### src/rtl/core/mts_pkg.sv
// ----------------------------------------------------------------------------
// mts_pkg
// Shared types and codes for the max-tracking stack.
// ----------------------------------------------------------------------------
`default_nettype none

package mts_pkg;

    localparam int unsigned DATA_W  = 32;
    localparam int unsigned CMD_W   = 2;
    localparam int unsigned STAT_W  = 2;
    localparam int unsigned COUNT_W = 7;

    typedef enum logic [CMD_W-1:0] {
        CMD_PUSH = 2'd0,
        CMD_POP  = 2'd1,
        CMD_TOP  = 2'd2,
        CMD_MAX  = 2'd3
    } t_cmd;

    typedef enum logic [STAT_W-1:0] {
        ST_OK    = 2'd0,
        ST_EMPTY = 2'd1,
        ST_FULL  = 2'd2
    } t_status;

    // controller -> datapath
    typedef struct packed {
        logic capture;  // latch item, start top-entry read
        logic execute;  // update store, load result register
    } t_ctrl;

    // one stack entry: running max beside the value
    typedef struct packed {
        logic [DATA_W-1:0] max_val;
        logic [DATA_W-1:0] val;
    } t_entry;

endpackage

`default_nettype wire

### src/rtl/core/mts_if.sv
// ----------------------------------------------------------------------------
// mts_in_if / mts_out_if
// Valid/ready channels for stack commands and stack results.
// ----------------------------------------------------------------------------
`default_nettype none

interface mts_in_if;
    logic                        valid;
    logic                        ready;
    logic [mts_pkg::CMD_W-1:0]   command;
    logic [mts_pkg::DATA_W-1:0]  push_value;

    modport source (output valid, output command, output push_value, input ready);
    modport sink   (input valid, input command, input push_value, output ready);
endinterface

interface mts_out_if;
    logic                        valid;
    logic                        ready;
    logic [mts_pkg::DATA_W-1:0]  read_data;
    logic [mts_pkg::STAT_W-1:0]  status;
    logic [mts_pkg::COUNT_W-1:0] entry_count;

    modport source (output valid, output read_data, output status, output entry_count,
                    input ready);
    modport sink   (input valid, input read_data, input status, input entry_count,
                    output ready);
endinterface

`default_nettype wire

### src/rtl/core/mts_ctrl.sv
// ----------------------------------------------------------------------------
// mts_ctrl
// Sequencer: accept item, wait for top-entry read, hold result until taken.
// ----------------------------------------------------------------------------
`default_nettype none

module mts_ctrl (
    input  wire logic           i_clk,
    input  wire logic           i_rst_n,
    input  wire logic           i_in_valid,
    output logic                o_in_ready,
    output logic                o_out_valid,
    input  wire logic           i_out_ready,
    output mts_pkg::t_ctrl      o_ctrl
);

    typedef enum logic [2:0] {
        S_IDLE = 3'b001,
        S_READ = 3'b010,
        S_DONE = 3'b100
    } t_state;

    t_state r_state;
    t_state n_state;

    always_comb begin
        n_state = r_state;
        case (r_state)
            S_IDLE: begin
                if (i_in_valid) begin
                    n_state = S_READ;
                end
            end
            S_READ: begin
                n_state = S_DONE;
            end
            S_DONE: begin
                if (i_out_ready) begin
                    n_state = S_IDLE;
                end
            end
            default: begin
                n_state = S_IDLE;
            end
        endcase
    end

    always_ff @(posedge i_clk) begin
        if (!i_rst_n) begin
            r_state <= S_IDLE;
        end else begin
            r_state <= n_state;
        end
    end

    assign o_in_ready     = (r_state == S_IDLE);
    assign o_out_valid    = (r_state == S_DONE);
    assign o_ctrl.capture = (r_state == S_IDLE) && i_in_valid;
    assign o_ctrl.execute = (r_state == S_READ);

endmodule

`default_nettype wire

### src/rtl/core/mts_dp.sv
// ----------------------------------------------------------------------------
// mts_dp
// Stack datapath: entry memory, fill count, max compare, result register.
// ----------------------------------------------------------------------------
`default_nettype none

module mts_dp #(
    parameter int unsigned DEPTH = 64
) (
    input  wire logic                        i_clk,
    input  wire logic                        i_rst_n,
    input  wire mts_pkg::t_ctrl              i_ctrl,
    input  wire logic [mts_pkg::CMD_W-1:0]   i_command,
    input  wire logic [mts_pkg::DATA_W-1:0]  i_push_value,
    output logic [mts_pkg::DATA_W-1:0]       o_read_data,
    output logic [mts_pkg::STAT_W-1:0]       o_status,
    output logic [mts_pkg::COUNT_W-1:0]      o_entry_count
);

    localparam int unsigned AW = (DEPTH > 1) ? $clog2(DEPTH) : 1;
    localparam int unsigned CW = $clog2(DEPTH + 1);

    mts_pkg::t_entry r_mem [DEPTH];

    mts_pkg::t_cmd               r_cmd;
    logic [mts_pkg::DATA_W-1:0]  r_val;
    mts_pkg::t_entry             r_top;
    logic [CW-1:0]               r_fill;
    logic [CW-1:0]               n_fill;
    logic [mts_pkg::DATA_W-1:0]  r_data;
    logic [mts_pkg::DATA_W-1:0]  n_data;
    mts_pkg::t_status            r_status;
    mts_pkg::t_status            n_status;

    logic                        wr_en;
    mts_pkg::t_entry             wr_entry;
    logic [CW-1:0]               fill_dec;
    logic                        is_empty;
    logic                        is_full;
    logic                        new_wins;

    assign fill_dec = r_fill - CW'(1);
    assign is_empty = (r_fill == '0);
    assign is_full  = (r_fill == CW'(DEPTH));
    // tie keeps the entry below
    assign new_wins = $signed(r_val) > $signed(r_top.max_val);

    always_comb begin
        n_fill         = r_fill;
        n_data         = '0;
        n_status       = mts_pkg::ST_OK;
        wr_en          = 1'b0;
        wr_entry.val   = r_val;
        wr_entry.max_val = (is_empty || new_wins) ? r_val : r_top.max_val;
        if (r_cmd == mts_pkg::CMD_PUSH) begin
            if (is_full) begin
                n_status = mts_pkg::ST_FULL;
            end else begin
                wr_en  = i_ctrl.execute;
                n_fill = r_fill + CW'(1);
            end
        end else if (is_empty) begin
            n_status = mts_pkg::ST_EMPTY;
        end else begin
            case (r_cmd)
                mts_pkg::CMD_POP: begin
                    n_data = r_top.val;
                    n_fill = fill_dec;
                end
                mts_pkg::CMD_TOP: begin
                    n_data = r_top.val;
                end
                mts_pkg::CMD_MAX: begin
                    n_data = r_top.max_val;
                end
                default: begin
                    n_data = '0;
                end
            endcase
        end
    end

    // top-entry read is issued with the capture; fill is stable until execute
    always_ff @(posedge i_clk) begin
        if (i_ctrl.capture) begin
            r_cmd <= mts_pkg::t_cmd'(i_command);
            r_val <= i_push_value;
            r_top <= r_mem[fill_dec[AW-1:0]];
        end
        if (wr_en) begin
            r_mem[r_fill[AW-1:0]] <= wr_entry;
        end
        if (i_ctrl.execute) begin
            r_data   <= n_data;
            r_status <= n_status;
        end
    end

    always_ff @(posedge i_clk) begin
        if (!i_rst_n) begin
            r_fill <= '0;
        end else if (i_ctrl.execute) begin
            r_fill <= n_fill;
        end
    end

    assign o_read_data   = r_data;
    assign o_status      = r_status;
    assign o_entry_count = mts_pkg::COUNT_W'(r_fill);

endmodule

`default_nettype wire

### src/rtl/core/max_tracking_stack.sv
// Sequence: an accepted item is captured in S_IDLE, executed in S_READ and its result
// presented in S_DONE. A new item is accepted only after the result is taken;
//   the top-entry read is registered ahead of the compare and update.
// Reset: synchronous, active low; empties the stack, entry memory not cleared.
// ----------------------------------------------------------------------------
// max_tracking_stack
// LIFO of signed values with a running maximum kept per depth.
// ----------------------------------------------------------------------------
`default_nettype none

module max_tracking_stack #(
    parameter int unsigned DEPTH = 64
) (
    input  wire logic   i_clk,
    input  wire logic   i_rst_n,
    mts_in_if.sink      i_cmd,
    mts_out_if.source   o_res
);

    mts_pkg::t_ctrl ctrl;

    mts_ctrl u_ctrl (
        .i_clk       (i_clk),
        .i_rst_n     (i_rst_n),
        .i_in_valid  (i_cmd.valid),
        .o_in_ready  (i_cmd.ready),
        .o_out_valid (o_res.valid),
        .i_out_ready (o_res.ready),
        .o_ctrl      (ctrl)
    );

    mts_dp #(
        .DEPTH (DEPTH)
    ) u_dp (
        .i_clk         (i_clk),
        .i_rst_n       (i_rst_n),
        .i_ctrl        (ctrl),
        .i_command     (i_cmd.command),
        .i_push_value  (i_cmd.push_value),
        .o_read_data   (o_res.read_data),
        .o_status      (o_res.status),
        .o_entry_count (o_res.entry_count)
    );

    a_result_follows: assert property (@(posedge i_clk) disable iff (!i_rst_n)
        (i_cmd.valid && i_cmd.ready) |-> ##2 o_res.valid)
        else $error("result not presented two cycles after accept");

    a_empty_count: assert property (@(posedge i_clk) disable iff (!i_rst_n)
        (o_res.valid && (o_res.status == mts_pkg::ST_EMPTY)) |->
        (o_res.entry_count == '0) && (o_res.read_data == '0))
        else $error("empty status with nonzero count or data");

    a_full_count: assert property (@(posedge i_clk) disable iff (!i_rst_n)
        (o_res.valid && (o_res.status == mts_pkg::ST_FULL)) |->
        (o_res.entry_count == mts_pkg::COUNT_W'(DEPTH)) && (o_res.read_data == '0))
        else $error("full status with wrong count or data");

endmodule

`default_nettype wire

### src/flat_wrapper.sv
// flat-port wrapper written by rule: the top's interface ports become plain ports
module max_tracking_stack_flat 
#(
    parameter int unsigned DEPTH = 64
)
  (i_clk, i_rst_n, i_cmd_valid, i_cmd_command, i_cmd_push_value, i_cmd_ready, o_res_valid, o_res_read_data, o_res_status, o_res_entry_count, o_res_ready);
  mts_in_if i_cmd_i ();
  mts_out_if o_res_i ();
  input  wire logic i_clk;
  input  wire logic i_rst_n;
  input wire logic [$bits(i_cmd_i.valid)-1:0] i_cmd_valid;
  input wire logic [$bits(i_cmd_i.command)-1:0] i_cmd_command;
  input wire logic [$bits(i_cmd_i.push_value)-1:0] i_cmd_push_value;
  output wire logic [$bits(i_cmd_i.ready)-1:0] i_cmd_ready;
  output wire logic [$bits(o_res_i.valid)-1:0] o_res_valid;
  output wire logic [$bits(o_res_i.read_data)-1:0] o_res_read_data;
  output wire logic [$bits(o_res_i.status)-1:0] o_res_status;
  output wire logic [$bits(o_res_i.entry_count)-1:0] o_res_entry_count;
  input wire logic [$bits(o_res_i.ready)-1:0] o_res_ready;
  assign i_cmd_i.valid = i_cmd_valid;
  assign i_cmd_i.command = i_cmd_command;
  assign i_cmd_i.push_value = i_cmd_push_value;
  assign i_cmd_ready = i_cmd_i.ready;
  assign o_res_valid = o_res_i.valid;
  assign o_res_read_data = o_res_i.read_data;
  assign o_res_status = o_res_i.status;
  assign o_res_entry_count = o_res_i.entry_count;
  assign o_res_i.ready = o_res_ready;
  max_tracking_stack #(.DEPTH(DEPTH)) u_core (.i_clk(i_clk), .i_rst_n(i_rst_n), .i_cmd(i_cmd_i), .o_res(o_res_i));
endmodule
### config.mk
export PLATFORM = sky130hd
export DESIGN_NAME = max_tracking_stack_flat
export DESIGN_NICKNAME = d
export VERILOG_FILES = /design/src/rtl/core/mts_pkg.sv /design/src/rtl/core/mts_if.sv /design/src/rtl/core/mts_ctrl.sv /design/src/rtl/core/mts_dp.sv /design/src/rtl/core/max_tracking_stack.sv /design/src/flat_wrapper.sv
export SDC_FILE = /design/constraint.sdc
export NUM_CORES = 2
export LEC_CHECK = 0
export BUFFER_PORTS_ARGS = -buffer_cell sky130_fd_sc_hd__buf_2
export CORE_MARGIN = 5
export CORE_UTILIZATION = 48
export DETAILED_ROUTE_END_ITERATION = 7
export GPL_ROUTABILITY_DRIVEN = 0
export GPL_TIMING_DRIVEN = 0
export PLACE_DENSITY = 0.74
export SYNTH_ARGS = -nofsm -noshare
export SYNTH_HDL_FRONTEND = slang
export SYNTH_SLANG_ARGS = --single-unit
### constraint.sdc
create_clock -name i_clk -period 7.51 [get_ports i_clk]
set_input_delay 1.1265 -clock i_clk [delete_from_list [all_inputs] [get_ports i_clk]]
set_output_delay 1.1265 -clock i_clk [all_outputs]
set_load 0.02 [all_outputs]
## Word level (Yosys, flattened, before mapping)

Memory sizes are Yosys's and may differ from the RTL's. A register that Yosys moved wholly into a read port is not among the register bits.
Index checks and enable logic that the tools add are counted.

| storage, ports and cells | value |
|---|---|
| register bits after elaboration | 78 |
| bits in latches | 0 |
| bits in writable memories | 4096 |
| bits in read-only memories | 0 |
| input bits | 38 |
| output and inout port bits | 43 |
| logic and storage cells | 46 |
| memories | 1 |

Memory list:

| name | words | bits a word | read ports | clocked after memory_dff | write ports | RTL line | text |
|---|---|---|---|---|---|---|---|
| u_core.u_dp.r_mem | 64 | 64 | 1 | 1 | 1 | mts_dp.sv:23 | `mts_pkg::t_entry r_mem [DEPTH];` |

| operators by class | value |
|---|---|
| $add $sub $neg | 2 |
| $mul | 0 |
| div/mod/pow operators | 0 |
| $lt $le $gt $ge | 1 |
| equal/unequal tests | 11 |
| shifts and indexed selects | 0 |
| multiplexer cells | 16 |
| bitwise operators | 0 |
| reduce and logical (&&, ||, !) cells | 9 |

Operator list:

| kind | count |
|---|---|
| $pmux W32 S2 | 1 |
| $gt A32 B32 Y1 | 1 |
| $mux W32 | 1 |
| $mux W7 | 4 |
| $pmux W3 S3 | 1 |
| $add A7 B1 Y7 const B | 1 |
| $eq A7 B7 Y1 const B | 1 |
| $logic_not A7 Y1 | 1 |
| $sub A7 B1 Y7 const B | 1 |
| $mux W3 | 2 |
| $mux W1 | 5 |
| $eq A2 B2 Y1 const B | 2 |
| $mux W2 | 2 |
| $ne A2 B1 Y1 const B | 2 |
| $ne A2 B2 Y1 const B | 2 |
| $reduce_and A4 Y1 | 1 |
| $reduce_or A2 Y1 | 2 |
| $eq A3 B1 Y1 const B | 1 |
| $eq A3 B2 Y1 const B | 1 |
| $eq A3 B3 Y1 const B | 1 |
| $eq A2 B1 Y1 const B | 1 |
| $logic_not A2 Y1 | 1 |
| $reduce_and A2 Y1 | 1 |
| $reduce_bool A2 Y1 | 1 |
| 2 further kinds | 2 |

## Logic depth before layout (Yosys ltp)

| logic depth | value |
|---|---|
| depth after elaboration | 5 |
| mapped depth | 13 |
| mapped depth without buffers | 9 |

## Cells and area by module

A second synthesis with hierarchy kept.

| second synthesis, totals | value |
|---|---|
| cell total of the unflattened synthesis | 6310 |
| area, all modules | 161454.8 sq um |

Modules (own cells, without submodules):

| module | times used | cells an instance | area an instance (sq um) | sequential area each (sq um) |
|---|---|---|---|---|
| mts_dp | 1 | 6295 | 161301.0 | 127101.9 |
| mts_ctrl | 1 | 15 | 153.9 | 60.1 |

## Least setup slack after synthesis

OpenSTA, ideal clock, no wires.

| timing path | value |
|---|---|
| path type | flip-flop to flip-flop |
| start point | register u_core.u_ctrl.r_state[0] |
| end point | memory u_core.u_dp.r_mem[24][0] (netlist bit), enable pin |
| setup time | 0.487 ns |
| arrival time | 5.400 ns |
| required time | 7.023 ns |
| slack | 1.624 ns |
| cell stages (with the launch flop) | 6 |
| buffers on the path | 0 |
| clock period less this slack | 5.886 ns |
| cells stage by stage | dfxtp_1 > nand2b_1 > nor2_1 > and4b_1 > nand3_1 > nor2_1 |

| between the ends | value |
|---|---|
| cells in the longest elaborated chain, start to end | 5 |

Ends and longest elaborated chain:

| item | RTL line | text |
|---|---|---|
| from (decl) | mts_ctrl.sv:23 | `t_state r_state;` |
| from (signal assigned) | mts_ctrl.sv:52 | `r_state <= n_state;` |
| $eq A3 B2 Y1 | mts_ctrl.sv:59 | `assign o_ctrl.execute = (r_state == S_READ);` |
| $mux W1 | mts_dp.sv:56 | `if (is_full) begin` |
| $mux W1 | mts_dp.sv:55 | `if (r_cmd == mts_pkg::CMD_PUSH) begin` |
| $mux W1 | mts_dp.sv:90 | `if (wr_en) begin` |
| $mux W1 (not written as such) | mts_dp.sv:91 | `r_mem[r_fill[AW-1:0]] <= wr_entry;` |
| to (decl) | mts_dp.sv:23 |  |

No other way between the ends.

## Final worst setup path

| timing path | value |
|---|---|
| start point | register u_core.u_dp.r_fill[0] (netlist: u_core.u_dp.o_entry_count[0]) |
| end point | register, netlist name u_core.u_dp.r_top[53] |

| between the ends | value |
|---|---|
| cells in the longest elaborated chain, start to end | 1 |

Ends and longest elaborated chain:

| item | RTL line | text |
|---|---|---|
| from (decl) | mts_dp.sv:28 | `logic [CW-1:0] r_fill;` |
| from (signal assigned) | mts_dp.sv:103 | `r_fill <= n_fill;` |
| $sub A7 B1 Y7 | mts_dp.sv:42 | `assign fill_dec = r_fill - CW'(1);` |

No other way between the ends.
A chain may end at the register's enable or synchronous reset.

==> impl_metrics.ini <==
[route]
drt_first_iter_violations = 12900
routed_wl_mm = 455
vias = 78800
wire_per_inst_um = 38.7
drtAntennaViolNets = 0
drc = 0
via_per_inst = 6.69
dr.pass1.iters = 8

[clocking]
clock_path_buffers = 4
clkLatencyLatePin_ns = 0.99
cts_buffers = 402
htreeDepth = 5
path_clk_slew_ns = 0.06
cts.sink_count = 4238
post_cts_resized = 0
cts_tree = yes
hold_buffers = 0
post_cts_buffers = 0
cts_root_buf = clkbuf_16

[floorplanning]
fp.dieW_um = 590
core_um2 = 334000
die_h_um = 590
rows = 212
design.die.area_um2 = 348000
start_util = 0.483
ios = 81

[grt]
antenna_found_initial = 33
grt_max_degree = 65
grt_usage = 0.260
grt_pass1_wl_mm = 634
overflow = 0
grt_pass1_vias = 80200

[synthesis]
synth.yosys.seq_area_share = 0.788
synthCells = 6296
synth-edff-count = 4228
ys_async_sr_fraction = 0
synth_area_um2 = 161000
mappedNetlistNets = 6372
synthFlopType = edfxtp_1
avgSynthCellArea_um2 = 25.6
synth_warnings = 0
synth_cell_types = 50
ys_seq_elements = 4238

[power]
switching_share = 0.208
irDropWorstVdd_uv = 198
power.share.combinational = 0.030
p_leak_nw = 55.9
power.share.clock = 0.422
seqPwrFrac = 0.548
powerDensity_nw_per_um2 = 259
power.switching_mw = 10.0
p_int_mw = 38.2

[final_layout]
finalNetCount = 7108
fin_util = 0.558
fin_cells = 11800
area_growth_syn_to_layout_pct = 15.6
drive_above_1_share = 0.336

[place]
io_buffers = 80
hpwl_mm = 287
placed_cells = 11000

[timing]
fin_crit_sh = 0.999
final_hold_viol_count = 0
tns_ns = 0
tightest_slew_ns = 1.54
fmax_mhz = 133
drv_slew = 5
finalSetupViolations = 0
grt_setup_unrepaired = false
period_minus_slack_ns = 7.50
fin_skew_ns = 0.0876
maxSlewHeadroom = -0.0332
hold_ws_ns = 0.321

[worst_hold_path]
hold_path_class = primary input to flop

[setup_path]
r2r-end = u_core.u_dp.r_top[53]
worstPathArrival_ns = 8.14
crit_path_end = u_core.u_dp.r_top[53]
worstRegToRegCells = 14
r2r-start = u_core.u_dp.o_entry_count[0]
worstSetupStartpointType = flop
cp_max_fo = 11
crit_type = flop to flop
required_ns = 8.14
startpoint = u_core.u_dp.o_entry_count[0]
r2r_slack_ns = 0.009
cp-end-kind = flop

[run_status]
status = finished, violations left
violations = max-capacitance violations, max-slew violations

[run]
maxCapViolCount = 1
layout make-up:
class / count / area [um^2]
Antenna cell: 26 / 65.1
Buffer: 321 / 1370
Clock buffer: 467 / 10300
Clock inverter: 267 / 2660
Fill cell: 22800 / 148000
Inverter: 46 / 173
Multi-Input combinational cell: 1691 / 33100
Sequential cell: 4238 / 127000
Tap cell: 4387 / 5490
Timing Repair Buffer: 332 / 6040
worst max-delay path: stages, from the launching register on:
cell      delay, ns
dfxtp_1        0.43
clkbuf_1       0.64
buf_6          0.24
buf_6          0.25
buf_2          0.45
inv_1          0.26
ha_1           0.41
clkbuf_1       0.38
buf_2          0.81
clkbuf_2       0.62
buf_16         0.25
clkbuf_1       0.76
mux4_2         0.42
mux4_2         0.56
mux4_2         0.63
cells by family after synthesis:
family | count (synthesis) | share of synthesized area
xor+xnor | 7 | 0.000427
mux | 1377 | 0.190
compound gates | 84 | 0.00359
buf+inv | 367 | 0.00944
simple gates | 185 | 0.00521
fa+ha+maj | 38 | 0.00295
flops | 4238 | 0.788
cells in the mapped netlist, drive strengths merged (2+ instances only):
master | count | share of area
or3 | 8 | 0.00031
nand3 | 13 | 0.00040
o21ai | 14 | 0.00043
a22oi | 32 | 0.0015
xor2 | 4 | 0.00022
nor2 | 109 | 0.0025
a221o | 4 | 0.00025
dfxtp | 10 | 0.0012
nor3 | 3 | 0.00012
a211oi | 2 | 0.000093
a21oi | 17 | 0.00053
nand4 | 9 | 0.00035
mux4 | 1344 | 0.19
clkbuf | 180 | 0.0042
nor2b | 6 | 0.00023
nand2b | 2 | 0.000078
nand3b | 2 | 0.000093
nand2 | 17 | 0.00040
a21boi | 4 | 0.00019
xnor2 | 3 | 0.00021
ha | 38 | 0.0029
inv | 46 | 0.0011
edfxtp | 4228 | 0.79
nor3b | 2 | 0.000093
and2 | 8 | 0.00031
and3 | 2 | 0.000078
buf | 141 | 0.0042
mux2 | 28 | 0.0020
mux2i | 5 | 0.00031
metal layers:
metal | vias up | wire length [um] | track usage
li1 | 29100 | - | -
met1 | 41600 | 146000 | 0.321
met2 | 6725 | 221000 | 0.418
met3 | 1313 | 57300 | 0.0753
met4 | 32 | 30600 | 0.139
met5 | - | 216 | 0
placed cells by master, fill, tap and decap left out, drive strengths merged, types with 5 or more instances in the layout:
master,n
inv,61
dfxtp,10
a21oi,17
nor2,109
mux2,28
ha,38
o21ai,14
or3,8
buf,471
clkbuf,649
diode,26
and2,8
mux2i,5
nor2b,6
clkinvlp,13
edfxtp,4228
nand2,17
bufinv,45
nand4,9
a22oi,32
nand3,13
mux4,1344
clkinv,194
registers in the layout, summed over array words and instances (netlist names):
signal	flops
u_core.u_ctrl.r_state	3
u_core.u_dp.o_entry_count	7
u_core.u_dp.o_read_data	32
u_core.u_dp.o_status	2
u_core.u_dp.r_cmd	2
u_core.u_dp.r_mem	4096
u_core.u_dp.r_top	64
u_core.u_dp.r_val	32
power groups by stage:
stage	registers [mW]	logic, mW	clock network [mW]
6_report	26.4	1.47	20.3
2_1_floorplan	26.9	0.638	0
3_5_place_dp	26.9	1.40	0
3_3_place_gp	27.1	1.04	0
5_1_grt	26.4	1.52	21.6
4_1_cts	26.4	1.43	20.4
worst min-delay path by stage:
| stage | end | cells past startpoint | slack, ns | startpoint |
|---|---|---|---|---|
| floorplan | u_core.u_ctrl.r_state[0] | 2 | 0.52 | u_core.u_ctrl.r_state[2] |
| finish | u_core.u_dp.r_val[28] | 1 | 0.32 | i_cmd_push_value[28] |
| global placement | u_core.u_ctrl.r_state[0] | 2 | 0.56 | u_core.u_ctrl.r_state[2] |
| CTS | u_core.u_dp.r_cmd[1] | 1 | 0.27 | i_cmd_command[1] |
| detailed placement | u_core.u_dp.r_mem[47][24] | 0 | 0.57 | u_core.u_dp.r_val[24] |
| global route | u_core.u_dp.r_val[31] | 1 | 0.29 | i_cmd_push_value[31] |
through the flow:
stage	setup WS, ns	area [um^2]	total power [mW]
floorplan	1.62	161000	27.5
global placement	-4.05	167000	28.1
detailed placement	0.405	173000	28.3
CTS	0.209	186000	48.3
global route	0.0774	186000	49.5
finish	0.00864	186000	48.2
Note: power is estimated with default switching activity, not from simulation.
